$ cat src/rtl/amts_pkg.sv
// ----------------------------------------------------------------------------
// Auxiliary motor trajectory sequencer package
// Shared codes, reset values and the word types that pass between the modules.
// ----------------------------------------------------------------------------
`default_nettype none

package amts_pkg;

  typedef enum logic [2:0] {
    ACT_TICK       = 3'd0,
    ACT_SPEED      = 3'd1,
    ACT_GOTO       = 3'd2,
    ACT_CLAMP      = 3'd3,
    ACT_FIND_ZERO  = 3'd4,
    ACT_FIND_LIMIT = 3'd5,
    ACT_ENCODER    = 3'd6
  } action_t;

  typedef enum logic [3:0] {
    TRAJ_DONE      = 4'd0,
    TRAJ_SPEED     = 4'd1,
    TRAJ_GOTO      = 4'd2,
    TRAJ_UNBLOCK   = 4'd3,
    TRAJ_CLAMP     = 4'd4,
    TRAJ_ZERO_SEEK = 4'd5,
    TRAJ_ZERO_ON   = 4'd6,
    TRAJ_LIMIT     = 4'd7,
    TRAJ_SETTLE    = 4'd8
  } traj_mode_t;

  typedef enum logic [2:0] {
    MODE_NONE      = 3'd0,
    MODE_TRAJ      = 3'd1,
    MODE_TRAJ_BLK  = 3'd2,
    MODE_TRAJ_ONLY = 3'd3,
    MODE_OFF       = 3'd4
  } mode_cmd_t;

  typedef enum logic [1:0] {
    POS_NONE   = 2'd0,
    POS_OFFSET = 2'd1,
    POS_ABS    = 2'd2
  } pos_kind_t;

  localparam int unsigned CfgIndexW = 3;
  localparam int unsigned CfgDataW  = 16;

  localparam logic [CfgIndexW-1:0] CFG_BLK_DETECT_EN      = 3'd0;
  localparam logic [CfgIndexW-1:0] CFG_UNBLOCK_BACKOFF    = 3'd1;
  localparam logic [CfgIndexW-1:0] CFG_UNBLOCK_TICKS      = 3'd2;
  localparam logic [CfgIndexW-1:0] CFG_DONE_TOLERANCE     = 3'd3;
  localparam logic [CfgIndexW-1:0] CFG_LIMIT_SETTLE_TICKS = 3'd4;

  localparam logic        RST_BLK_DETECT_EN      = 1'b0;
  localparam logic [14:0] RST_UNBLOCK_BACKOFF    = 15'd250;
  localparam logic [9:0]  RST_UNBLOCK_TICKS      = 10'd112;
  localparam logic [15:0] RST_DONE_TOLERANCE     = 16'd300;
  localparam logic [9:0]  RST_LIMIT_SETTLE_TICKS = 10'd675;

  typedef struct packed {
    logic        blk_detect_en;
    logic [14:0] unblock_backoff;
    logic [9:0]  unblock_ticks;
    logic [15:0] done_tolerance;
    logic [9:0]  limit_settle_ticks;
  } cfg_t;

  typedef struct packed {
    action_t     action;
    logic [15:0] encoder_diff;
    logic [16:0] start_value;
    logic [7:0]  speed;
    logic        blocked;
    logic        zero_contact;
    logic        traj_control_on;
    logic        speed_uses_pos;
    logic [31:0] speed_pos_target;
    logic [31:0] pos_target;
    logic [31:0] pos_current;
  } in_word_t;

  typedef struct packed {
    logic        speed_cmd_valid;
    logic [7:0]  speed_cmd;
    pos_kind_t   pos_cmd_kind;
    logic [31:0] pos_cmd_value;
    mode_cmd_t   mode_cmd;
    logic        finished;
    logic        pwm_cmd_valid;
    logic [15:0] pwm_cmd;
    traj_mode_t  traj_state;
    logic [15:0] motor_position;
  } res_word_t;

endpackage

`default_nettype wire

$ cat src/rtl/amts_cfg.sv
// ----------------------------------------------------------------------------
// Auxiliary motor trajectory sequencer configuration registers
// Holds the five settings, written one at a time through the configuration port.
// ----------------------------------------------------------------------------
`default_nettype none

module amts_cfg (
  input  wire logic                              clk,
  input  wire logic                              rst_n,
  input  wire logic                              wr_en,
  input  wire logic [amts_pkg::CfgIndexW-1:0]    wr_index,
  input  wire logic [amts_pkg::CfgDataW-1:0]     wr_data,
  output amts_pkg::cfg_t                         cfg
);

  amts_pkg::cfg_t cfg_r;
  amts_pkg::cfg_t cfg_nxt;

  always_comb begin
    cfg_nxt = cfg_r;
    if (wr_en) begin
      unique case (wr_index)
        amts_pkg::CFG_BLK_DETECT_EN:      cfg_nxt.blk_detect_en      = wr_data[0];
        amts_pkg::CFG_UNBLOCK_BACKOFF:    cfg_nxt.unblock_backoff    = wr_data[14:0];
        amts_pkg::CFG_UNBLOCK_TICKS:      cfg_nxt.unblock_ticks      = wr_data[9:0];
        amts_pkg::CFG_DONE_TOLERANCE:     cfg_nxt.done_tolerance     = wr_data[15:0];
        amts_pkg::CFG_LIMIT_SETTLE_TICKS: cfg_nxt.limit_settle_ticks = wr_data[9:0];
        default: begin
        end
      endcase
    end
  end

  always_ff @(posedge clk) begin
    if (!rst_n) begin
      cfg_r.blk_detect_en      <= amts_pkg::RST_BLK_DETECT_EN;
      cfg_r.unblock_backoff    <= amts_pkg::RST_UNBLOCK_BACKOFF;
      cfg_r.unblock_ticks      <= amts_pkg::RST_UNBLOCK_TICKS;
      cfg_r.done_tolerance     <= amts_pkg::RST_DONE_TOLERANCE;
      cfg_r.limit_settle_ticks <= amts_pkg::RST_LIMIT_SETTLE_TICKS;
    end else begin
      cfg_r <= cfg_nxt;
    end
  end

  assign cfg = cfg_r;

endmodule

`default_nettype wire

$ cat src/rtl/amts_step.sv
// ----------------------------------------------------------------------------
// Auxiliary motor trajectory sequencer step logic
// Trajectory state registers, next-state logic and the result for one word.
// ----------------------------------------------------------------------------
`default_nettype none

module amts_step (
  input  wire logic               clk,
  input  wire logic               rst_n,
  input  wire logic               step_en,
  input  wire amts_pkg::in_word_t in_word,
  input  wire amts_pkg::cfg_t     cfg,
  output amts_pkg::res_word_t     res
);

  amts_pkg::traj_mode_t mode_r, mode_nxt;
  logic [15:0] pos_r, pos_nxt;
  logic [9:0]  wait_r, wait_nxt;
  logic [31:0] target_r, target_nxt;
  logic [15:0] clamp_r, clamp_nxt;
  logic [15:0] rstpos_r, rstpos_nxt;

  logic [9:0]  wait_dec;
  logic        wait_done;
  logic [15:0] off16;
  logic [31:0] off32;
  logic [31:0] err;
  logic [31:0] err_mag;
  logic        goto_close;
  logic        speed_hit;
  logic        tick_on;

  assign wait_dec   = wait_r - 10'd1;
  assign wait_done  = (wait_dec == 10'd0);
  assign off16      = in_word.start_value[15:0] - pos_r;
  assign off32      = {{16{off16[15]}}, off16};
  assign err        = in_word.speed_pos_target - in_word.pos_current;
  assign err_mag    = err[31] ? (32'd0 - err) : err;
  assign goto_close = (err_mag < {16'd0, cfg.done_tolerance});
  assign speed_hit  = in_word.speed_uses_pos && (in_word.speed_pos_target == in_word.pos_target);
  assign tick_on    = in_word.traj_control_on;

  always_comb begin
    mode_nxt   = mode_r;
    pos_nxt    = pos_r;
    wait_nxt   = wait_r;
    target_nxt = target_r;
    clamp_nxt  = clamp_r;
    rstpos_nxt = rstpos_r;
    unique case (in_word.action)
      amts_pkg::ACT_TICK: begin
        if (tick_on) begin
          unique case (mode_r)
            amts_pkg::TRAJ_SPEED: begin
              if (speed_hit) mode_nxt = amts_pkg::TRAJ_DONE;
            end
            amts_pkg::TRAJ_GOTO: begin
              if (in_word.blocked) begin
                mode_nxt = amts_pkg::TRAJ_UNBLOCK;
                wait_nxt = cfg.unblock_ticks;
              end else if (goto_close) begin
                mode_nxt = amts_pkg::TRAJ_DONE;
              end
            end
            amts_pkg::TRAJ_UNBLOCK: begin
              wait_nxt = wait_dec;
              if (wait_done) mode_nxt = amts_pkg::TRAJ_GOTO;
            end
            amts_pkg::TRAJ_CLAMP: begin
              if (in_word.blocked) mode_nxt = amts_pkg::TRAJ_DONE;
            end
            amts_pkg::TRAJ_ZERO_SEEK: begin
              if (in_word.zero_contact) mode_nxt = amts_pkg::TRAJ_ZERO_ON;
            end
            amts_pkg::TRAJ_ZERO_ON: begin
              if (!in_word.zero_contact) begin
                mode_nxt = amts_pkg::TRAJ_DONE;
                pos_nxt  = rstpos_r;
              end
            end
            amts_pkg::TRAJ_LIMIT: begin
              if (in_word.blocked) begin
                mode_nxt = amts_pkg::TRAJ_SETTLE;
                wait_nxt = cfg.limit_settle_ticks;
              end
            end
            amts_pkg::TRAJ_SETTLE: begin
              wait_nxt = wait_dec;
              if (wait_done) begin
                mode_nxt = amts_pkg::TRAJ_DONE;
                pos_nxt  = rstpos_r;
              end
            end
            default: begin
            end
          endcase
        end
      end
      amts_pkg::ACT_SPEED: mode_nxt = amts_pkg::TRAJ_SPEED;
      amts_pkg::ACT_GOTO: begin
        mode_nxt   = amts_pkg::TRAJ_GOTO;
        target_nxt = in_word.pos_current + off32;
      end
      amts_pkg::ACT_CLAMP: begin
        mode_nxt  = amts_pkg::TRAJ_CLAMP;
        clamp_nxt = in_word.start_value[15:0];
      end
      amts_pkg::ACT_FIND_ZERO: begin
        mode_nxt   = amts_pkg::TRAJ_ZERO_SEEK;
        rstpos_nxt = in_word.start_value[15:0];
      end
      amts_pkg::ACT_FIND_LIMIT: begin
        mode_nxt   = amts_pkg::TRAJ_LIMIT;
        rstpos_nxt = in_word.start_value[15:0];
      end
      amts_pkg::ACT_ENCODER: pos_nxt = pos_r + in_word.encoder_diff;
      default: begin
      end
    endcase
  end

  always_comb begin
    res                 = '0;
    res.pos_cmd_kind    = amts_pkg::POS_NONE;
    res.mode_cmd        = amts_pkg::MODE_NONE;
    res.traj_state      = mode_nxt;
    res.motor_position  = pos_nxt;
    unique case (in_word.action)
      amts_pkg::ACT_TICK: begin
        if (tick_on) begin
          unique case (mode_r)
            amts_pkg::TRAJ_SPEED: begin
              if (speed_hit) res.finished = 1'b1;
            end
            amts_pkg::TRAJ_GOTO: begin
              if (in_word.blocked) begin
                res.pos_cmd_kind  = amts_pkg::POS_OFFSET;
                res.pos_cmd_value = 32'd0 - {17'd0, cfg.unblock_backoff};
              end else if (goto_close) begin
                res.finished = 1'b1;
              end
            end
            amts_pkg::TRAJ_UNBLOCK: begin
              if (wait_done) begin
                res.pos_cmd_kind  = amts_pkg::POS_ABS;
                res.pos_cmd_value = target_r;
              end
            end
            amts_pkg::TRAJ_CLAMP: begin
              if (in_word.blocked) begin
                res.mode_cmd      = amts_pkg::MODE_OFF;
                res.finished      = 1'b1;
                res.pwm_cmd_valid = 1'b1;
                res.pwm_cmd       = clamp_r;
              end
            end
            amts_pkg::TRAJ_ZERO_ON: begin
              if (!in_word.zero_contact) begin
                res.speed_cmd_valid = 1'b1;
                res.finished        = 1'b1;
              end
            end
            amts_pkg::TRAJ_LIMIT: begin
              if (in_word.blocked) begin
                res.mode_cmd      = amts_pkg::MODE_TRAJ_ONLY;
                res.pwm_cmd_valid = 1'b1;
              end
            end
            amts_pkg::TRAJ_SETTLE: begin
              if (wait_done) begin
                res.mode_cmd = amts_pkg::MODE_OFF;
                res.finished = 1'b1;
              end
            end
            default: begin
            end
          endcase
        end
      end
      amts_pkg::ACT_SPEED: res.mode_cmd = amts_pkg::MODE_TRAJ;
      amts_pkg::ACT_GOTO: begin
        res.pos_cmd_kind  = amts_pkg::POS_OFFSET;
        res.pos_cmd_value = off32;
        res.mode_cmd      = cfg.blk_detect_en ? amts_pkg::MODE_TRAJ_BLK
                                              : amts_pkg::MODE_TRAJ;
      end
      amts_pkg::ACT_CLAMP: begin
        res.speed_cmd_valid = 1'b1;
        res.speed_cmd       = in_word.speed;
        res.mode_cmd        = amts_pkg::MODE_TRAJ_BLK;
      end
      amts_pkg::ACT_FIND_ZERO: begin
        res.speed_cmd_valid = 1'b1;
        res.speed_cmd       = in_word.speed;
        res.mode_cmd        = amts_pkg::MODE_TRAJ;
      end
      amts_pkg::ACT_FIND_LIMIT: begin
        res.speed_cmd_valid = 1'b1;
        res.speed_cmd       = in_word.speed;
        res.mode_cmd        = amts_pkg::MODE_TRAJ_BLK;
      end
      default: begin
      end
    endcase
  end

  always_ff @(posedge clk) begin
    if (!rst_n) begin
      mode_r   <= amts_pkg::TRAJ_DONE;
      pos_r    <= 16'd0;
      wait_r   <= 10'd0;
      target_r <= 32'd0;
      clamp_r  <= 16'd0;
      rstpos_r <= 16'd0;
    end else if (step_en) begin
      mode_r   <= mode_nxt;
      pos_r    <= pos_nxt;
      wait_r   <= wait_nxt;
      target_r <= target_nxt;
      clamp_r  <= clamp_nxt;
      rstpos_r <= rstpos_nxt;
    end
  end

  a_hold_when_idle: assert property (@(posedge clk) disable iff (!rst_n)
    !step_en |=> $stable(mode_r) && $stable(pos_r) && $stable(wait_r))
    else $error("trajectory state changed without a word");

  a_finished_done: assert property (@(posedge clk) disable iff (!rst_n)
    res.finished |-> res.traj_state == amts_pkg::TRAJ_DONE)
    else $error("finished reported while a trajectory is still active");

  a_pwm_mode: assert property (@(posedge clk) disable iff (!rst_n)
    res.pwm_cmd_valid |-> (res.mode_cmd == amts_pkg::MODE_OFF ||
                           res.mode_cmd == amts_pkg::MODE_TRAJ_ONLY))
    else $error("pwm command without a matching control mode");

  a_tick_off_no_change: assert property (@(posedge clk) disable iff (!rst_n)
    (step_en && in_word.action == amts_pkg::ACT_TICK && !in_word.traj_control_on)
      |=> $stable(mode_r) && $stable(pos_r))
    else $error("tick with control off changed the trajectory");

endmodule

`default_nettype wire

$ cat src/rtl/aux_motor_trajectory_sequencer_top.sv
// ----------------------------------------------------------------------------
// Auxiliary motor trajectory sequencer
// Top level: input word register, step logic and result word register.
// ----------------------------------------------------------------------------
// The block takes one word per clock cycle while the result port is not stalled
// and returns exactly one result word for each: the word is captured in an input
// register, processed combinationally by the step logic (the longest path is the
// goto error subtraction, magnitude and tolerance compare) and held in a result
// register that drives the result port. A new word can be accepted into an empty
// input register while a finished result waits. Configuration writes are always
// accepted and should only be issued while no word is in flight.
`default_nettype none

module aux_motor_trajectory_sequencer_top (
  input  wire logic                           clk,
  input  wire logic                           rst_n,

  input  wire logic                           cfg_valid,
  output logic                                cfg_ready,
  input  wire logic [amts_pkg::CfgIndexW-1:0] cfg_index,
  input  wire logic [amts_pkg::CfgDataW-1:0]  cfg_data,

  input  wire logic                           in_valid,
  output logic                                in_ready,
  input  wire logic [2:0]                     in_action,
  input  wire logic signed [15:0]             in_encoder_diff,
  input  wire logic signed [16:0]             in_start_value,
  input  wire logic signed [7:0]              in_speed,
  input  wire logic                           in_blocked,
  input  wire logic                           in_zero_contact,
  input  wire logic                           in_traj_control_on,
  input  wire logic                           in_speed_uses_pos,
  input  wire logic signed [31:0]             in_speed_pos_target,
  input  wire logic signed [31:0]             in_pos_target,
  input  wire logic signed [31:0]             in_pos_current,

  output logic                                out_valid,
  input  wire logic                           out_ready,
  output logic                                out_speed_cmd_valid,
  output logic signed [7:0]                   out_speed_cmd,
  output logic [1:0]                          out_pos_cmd_kind,
  output logic signed [31:0]                  out_pos_cmd_value,
  output logic [2:0]                          out_mode_cmd,
  output logic                                out_finished,
  output logic                                out_pwm_cmd_valid,
  output logic signed [15:0]                  out_pwm_cmd,
  output logic [3:0]                          out_traj_state,
  output logic [15:0]                         out_motor_position
);

  amts_pkg::cfg_t      cfg;
  amts_pkg::in_word_t  in_r;
  amts_pkg::in_word_t  in_nxt;
  amts_pkg::res_word_t res;
  amts_pkg::res_word_t res_r;
  logic                in_valid_r;
  logic                out_valid_r;
  logic                advance;
  logic                step_en;

  assign cfg_ready = 1'b1;

  amts_cfg u_cfg (
    .clk      (clk),
    .rst_n    (rst_n),
    .wr_en    (cfg_valid && cfg_ready),
    .wr_index (cfg_index),
    .wr_data  (cfg_data),
    .cfg      (cfg)
  );

  assign advance  = !out_valid_r || out_ready;
  assign in_ready = !in_valid_r || advance;
  assign step_en  = in_valid_r && advance;

  always_comb begin
    in_nxt.action           = amts_pkg::action_t'(in_action);
    in_nxt.encoder_diff     = in_encoder_diff;
    in_nxt.start_value      = in_start_value;
    in_nxt.speed            = in_speed;
    in_nxt.blocked          = in_blocked;
    in_nxt.zero_contact     = in_zero_contact;
    in_nxt.traj_control_on  = in_traj_control_on;
    in_nxt.speed_uses_pos   = in_speed_uses_pos;
    in_nxt.speed_pos_target = in_speed_pos_target;
    in_nxt.pos_target       = in_pos_target;
    in_nxt.pos_current      = in_pos_current;
  end

  always_ff @(posedge clk) begin
    if (!rst_n) begin
      in_valid_r  <= 1'b0;
      out_valid_r <= 1'b0;
    end else begin
      if (in_ready) in_valid_r <= in_valid;
      if (advance) out_valid_r <= in_valid_r;
    end
  end

  always_ff @(posedge clk) begin
    if (in_valid && in_ready) in_r <= in_nxt;
    if (step_en) res_r <= res;
  end

  amts_step u_step (
    .clk     (clk),
    .rst_n   (rst_n),
    .step_en (step_en),
    .in_word (in_r),
    .cfg     (cfg),
    .res     (res)
  );

  assign out_valid           = out_valid_r;
  assign out_speed_cmd_valid = res_r.speed_cmd_valid;
  assign out_speed_cmd       = res_r.speed_cmd;
  assign out_pos_cmd_kind    = res_r.pos_cmd_kind;
  assign out_pos_cmd_value   = res_r.pos_cmd_value;
  assign out_mode_cmd        = res_r.mode_cmd;
  assign out_finished        = res_r.finished;
  assign out_pwm_cmd_valid   = res_r.pwm_cmd_valid;
  assign out_pwm_cmd         = res_r.pwm_cmd;
  assign out_traj_state      = res_r.traj_state;
  assign out_motor_position  = res_r.motor_position;

endmodule

`default_nettype wire

$ cat config.mk
export PLATFORM = sky130hd
export DESIGN_NAME = aux_motor_trajectory_sequencer_top
export DESIGN_NICKNAME = d
export VERILOG_FILES = /design/src/rtl/amts_pkg.sv /design/src/rtl/amts_cfg.sv /design/src/rtl/amts_step.sv /design/src/rtl/aux_motor_trajectory_sequencer_top.sv
export SDC_FILE = /design/constraint.sdc
export NUM_CORES = 1
export LEC_CHECK = 0
export ABC_AREA = 1
export BUFFER_PORTS_ARGS = -buffer_cell sky130_fd_sc_hd__buf_2
export CAP_MARGIN = 20
export CORE_UTILIZATION = 64
export DETAILED_ROUTE_END_ITERATION = 6
export PLACE_DENSITY = 0.82
export SLEW_MARGIN = 0
export SYNTH_ARGS = -nofsm -noshare
export SYNTH_HDL_FRONTEND = slang
export SYNTH_SLANG_ARGS = --single-unit
$ cat constraint.sdc
create_clock -name clk -period 13.2 [get_ports clk]
set_clock_uncertainty 0.15 [all_clocks]
set_input_delay 2.64 -clock clk [delete_from_list [all_inputs] [get_ports clk]]
set_output_delay 2.64 -clock clk [all_outputs]
set_load 0.005 [all_outputs]
-- Yosys cells after proc, flatten, opt, wreduce, memory -nomap -nowiden
Cells that the tools add are included.
- flip-flop bits (word level): 375
- bits in latches: 0
- memory bits (writable): 0
- bits in read-only memories: 0
- memories kept: 0
- add/sub/neg operators: 7
- multipliers: 0
- div/mod/pow operators: 0
- magnitude comparators: 1
- eq/ne operators: 21
- shift-type cells: 0
- multiplexer cells: 43
- bitwise gates (word level): 0
- reductions and logical operators: 27
- operators by type and width (operator ; number):
    $pmux 34 s2 ; 2
    $mux 16 ; 4
    $pmux 16 s2 ; 2
    $mux 55 ; 1
    $mux 4 ; 11
    $mux 34 ; 1
    $mux 33 ; 1
    $add 32x32->32 ; 1
    $eq 32x32->1 ; 1
    $lt 32x16->1 ; 1
    $mux 32 ; 1
    $pmux 4 s8 ; 1
    $sub 1x32->32 const A ; 1
    $sub 32x32->32 ; 1
    $pmux 10 s3 ; 1
    $pmux 4 s6 ; 1
    $mux 21 ; 1
    $mux 10 ; 2
    $reduce_and 2->1 ; 9
    $add 16x16->16 ; 1
    $eq 4x3->1 const B ; 4
    $sub 1x15->16 const A ; 1
    $sub 16x16->16 ; 1
    $eq 3x2->1 const B ; 4
    23 further kinds ; 45

-- Logic depth before layout (Yosys ltp)
- depth in word-level cells: 9
- mapped depth: 39
- depth with buffers taken out: 38

-- Cells and area by module
Synthesis repeated with hierarchy kept, for this count alone.
- cells, all modules: 2704
- area total of the unflattened synthesis: 21818.4 µm²
- by module, submodules not included (module ; instances ; cells each ; area an instance (µm²) ; sequential area each (µm²)):
    amts_step ; 1 ; 2168 ; 12788.5 ; 1881.8
    aux_motor_trajectory_sequencer_top ; 1 ; 243 ; 6952.9 ; 6886.6
    amts_cfg ; 1 ; 293 ; 2077.0 ; 1041.0

-- Worst setup path after synthesis
Ideal clock, no wire load.
- kind: input port to flip-flop
- from: input port out_ready
- to: register in_r[0] (netlist name), enable pin
- library setup time: 0.496 ns
- arrival time: 5.639 ns
- data required time: 12.554 ns
- setup slack: 6.915 ns
- stages: 4
- path buffers: 0
- cells stage by stage: inv_1 > nand3_1 > nand2_1 > inv_1
- cells in the longest elaborated chain, start to end: 3
- ends and longest elaborated chain (element ; RTL line ; source):
    start: declaration ; aux_motor_trajectory_sequencer_top.sv:38 ; input wire logic out_ready,
    $logic_or 1x1->1 ; aux_motor_trajectory_sequencer_top.sv:72 ; assign advance = !out_valid_r || out_ready;
    $logic_or 1x1->1 ; aux_motor_trajectory_sequencer_top.sv:73 ; assign in_ready = !in_valid_r || advance;
    via in_ready ; aux_motor_trajectory_sequencer_top.sv:24 ; output logic in_ready,
    $logic_and 1x1->1 ; aux_motor_trajectory_sequencer_top.sv:101 ; if (in_valid && in_ready) in_r <= in_nxt;
    end signal: assignment ; aux_motor_trajectory_sequencer_top.sv:101 ;
    end: declaration ; aux_motor_trajectory_sequencer_top.sv:52 ; amts_pkg::in_word_t in_r;
The timed path passes the listed nets, and every way through them passes these cells.
A chain may end at the register's enable or synchronous reset.

-- Worst setup path in the final report
- from: input port out_ready
- to: output port in_ready
- cells in the longest elaborated chain, start to end: 2
- ends and longest elaborated chain (element ; RTL line):
    $logic_or 1x1->1 ; aux_motor_trajectory_sequencer_top.sv:72
    $logic_or 1x1->1 ; aux_motor_trajectory_sequencer_top.sv:73
    end: declaration ; aux_motor_trajectory_sequencer_top.sv:24
No other way between the ends.

==> impl_metrics.json <==
{
  "crit_path_end_kind": "output port",
  "cts_root_buf": "clkbuf_16",
  "layout_commonest_cell": "nand2_1",
  "grt_max_degree": 87,
  "crit_start": "out_ready",
  "fin_setup_tns_ns": 0,
  "path_buf_inv": 3,
  "ys_seq_elements": 375,
  "switching_share": 0.305,
  "wl_met2_mm": 30.7,
  "drtAntennaViolNets": 0,
  "wl_per_cell_um": 18.2,
  "die_y_um": 187,
  "cp.required_ns": 10.41,
  "setup.worst_path.start_class": "input pin",
  "antenna_found_initial": 3,
  "p_sw_mw": 1.01,
  "syn_area_per_cell_um2": 7.97,
  "maxUsedRoutingLayer": "met4",
  "cts_setup_buffers": 0,
  "clkTransAtPathRegs_ns": 0.06,
  "yosysUniqueCellTypes": 59,
  "rr_endpoint": "out_traj_state[1]$_DFFE_PP_",
  "leakage_nw": 11.5,
  "cp_slowest_cell": "buf_2",
  "crit_fanout": 3,
  "num_vias": 20000,
  "htree_levels": 2,
  "pin_count": 255,
  "synth_area_leaders": "edfxtp_1 (31%), dfxtp_1 (14%), nand2_1 (8.8%)",
  "core_um2": 33600,
  "synth_cells": 2751,
  "cts-buffers-inserted": 39,
  "worst_pin_slew_ns": 1.11,
  "fin_total_pwr_mw": 3.30,
  "grt_pass1_wl_mm": 98.6,
  "netlist.area_leader.share": 0.311,
  "seq_power_share": 0.407,
  "synthesis.nets": 3034,
  "powerDensity_nw_per_um2": 132,
  "finalNonFillerCells": 3477,
  "final_hold_viol_count": 0,
  "grt_usage": 0.358,
  "place_ws_ns": 7.34,
  "synth_warnings": 0,
  "finalWorstSetupSlack_ns": 7.33,
  "wl_met3_mm": 4.53,
  "initial_utilization": 0.653,
  "crit_path_max_incr_delay_ns": 0.16,
  "drcViolationCount": 0,
  "slew_violations": 0,
  "die_w_um": 187,
  "layout.nets": 3279,
  "peakVddDrop_mv": 0.111,
  "min_path_type": "flop to flop",
  "place_inst": 3403,
  "path_depth": 4,
  "cpMostUsedCell": "buf_2",
  "synth_area_um2": 21900,
  "cts_tree": "done",
  "slew_headroom": 0.259,
  "comb_power_share": 0.234,
  "grt_overflow": 0,
  "first_pass_iters": 7,
  "m1WireLength_mm": 24.2,
  "hold_buffers": 0,
  "grt_pass1_vias": 19100,
  "clkPwrFrac": 0.359,
  "routabilityCongestion": 0.972,
  "wl_mm": 63.1,
  "ctsResizeCount": 0,
  "synth_top_cell_by_area": "edfxtp_1",
  "crit_end": "in_ready",
  "period_needed_ns": 5.87,
  "outcome": "complete, no violations",
  "cts.sinks": 375,
  "die_area_um2": 35000,
  "drt_iter0_markers": 1716,
  "viasPerCell": 5.75,
  "num_rows": 67,
  "fin_crit_sh": 0.445,
  "setup_viol": 0,
  "mostFrequentLayoutCells": "nand2_1 (514), inv_1 (435), nor2_1 (252), buf_2 (252), edfxtp_1 (227)",
  "timing.hold.ws_ns": 0.302,
  "seq_area_frac_synth": 0.446,
  "crit_family": "buffers and inverters",
  "reg2reg_depth": 34,
  "p_int_mw": 2.29,
  "critPathArrivalTime_ns": 3.08,
  "reg2reg_from": "in_r[7]$_DFFE_PP_",
  "max_freq_mhz": 170,
  "critPathKind": "input pin to output port",
  "clk_latency_ns": 0.57,
  "ctsLongestPathBuffers": 3,
  "cap_violations": 0,
  "r2r_setup_slack_ns": 7.94,
  "dpl.hpwl_mm": 47.8,
  "drive_above_1_share": 0.141,
  "path_cells": "buf_2, inv_1, nand3_1, buf_2",
  "io_buffer_count": 252,
  "area_growth_pct": 14.0,
  "rsz0062_at_grt": "false"
}
how the worst min path moves through the flow:
stage / from / end / depth (start not counted)
after global routing: u_step.clamp_r[6]$_SDFFE_PN0P_ / u_step.clamp_r[6]$_SDFFE_PN0P_ / 2
final: u_step.clamp_r[3]$_SDFFE_PN0P_ / u_step.clamp_r[3]$_SDFFE_PN0P_ / 2
after floorplan: u_cfg.cfg[33]$_SDFFE_PN0P_ / u_cfg.cfg[33]$_SDFFE_PN0P_ / 2
after global placement: u_cfg.cfg[33]$_SDFFE_PN0P_ / u_cfg.cfg[33]$_SDFFE_PN0P_ / 2
after CTS: u_step.clamp_r[3]$_SDFFE_PN0P_ / u_step.clamp_r[3]$_SDFFE_PN0P_ / 2
after detailed placement: u_step.clamp_r[3]$_SDFFE_PN0P_ / u_step.clamp_r[3]$_SDFFE_PN0P_ / 2
layer usage:
layer | vias up | track usage
met4 | 0 | 0.205
li1 | 9677 | -
met2 | 941 | 0.620
met1 | 9185 | 0.424
met3 | 205 | 0.0565
met5 | - | 0
worst reg2reg max path, delay by kind of cell (launching register included):
family | cells | cell delay, ns
AO/OA/AOI/OAI | 7 | 0.86
XOR/XNOR | 1 | 0.13
adder cells (fa/ha/maj) | 2 | 0.71
buffers and inverters | 5 | 0.46
flip-flops | 1 | 0.53
AND/OR/NAND/NOR | 19 | 2.17
through the flow:
stage / area [µm²] / util
2_1_floorplan: 21900 / -
5_1_grt: 25000 / 0.744
6_report: 25000 / 0.744
3_5_place_dp: 23600 / 0.703
3_3_place_gp: 23600 / 0.703
4_1_cts: 25000 / 0.743
registers in the layout (all words and copies together) (netlist names), 10 cells and up:
register            flops
in_r                  143
u_step.wait_r          10
u_step.target_r        32
out_pwm_cmd            16
u_step.rstpos_r        16
u_cfg.cfg              52
out_motor_position     16
u_step.clamp_r         16
u_step.pos_r           16
out_pos_cmd_value      32
cells by family after synthesis:
logic type / after synthesis / synth area share
buffers and inverters: 535 / 0.0925
AND/OR/NAND/NOR: 1036 / 0.206
other: 1 / 0.000171
AO/OA/AOI/OAI: 611 / 0.158
flip-flops: 375 / 0.446
XOR/XNOR: 78 / 0.0311
adder cells (fa/ha/maj): 115 / 0.0670
area by class of cell:
class	instances	area, µm²
clock inverters	26	365
well taps	448	561
repair buffers	268	1380
flip-flops and latches	375	9780
clock buffers	44	995
multi-input cells	1841	10100
diodes	4	10.0
inverters	471	1770
fillers	2468	8610
synthesized netlist by cell type, drive strengths merged:
master and instances:
a221oi 3, a21oi 223, buf 10, nor2 281, a22o 10, clkbuf 54
o32ai 2, nor3b 1, nand4 28, o311ai 2, a22oi 3, fa 4
a211oi 16, o21a 4, a21o 3, nor4 7, a31oi 14, inv 462
o21bai 6, a41oi 3, or2 6, clkinv 9, conb 1, ha 111
a211o 1, o221ai 11, xor2 60, xnor2 18, nand2b 2, o31ai 18
o2111ai 3, nor3 29, a32o 1, o22ai 15, a31o 1, edfxtp 227
nand2 539, and2 5, nand3b 15, o211ai 29, a21boi 5, dfxtp 148
nand3 123, o21ai 238
power groups by stage:
stage	registers [mW]	clock network, mW	logic [mW]
final	1.34	1.19	0.773
after global routing	1.35	1.23	0.863
after CTS	1.34	1.20	0.760
after detailed placement	1.37	0	0.752
after global placement	1.36	0	0.726
after floorplan	1.35	0	0.544
No activity file was read; power rests on OpenSTA's default activity.
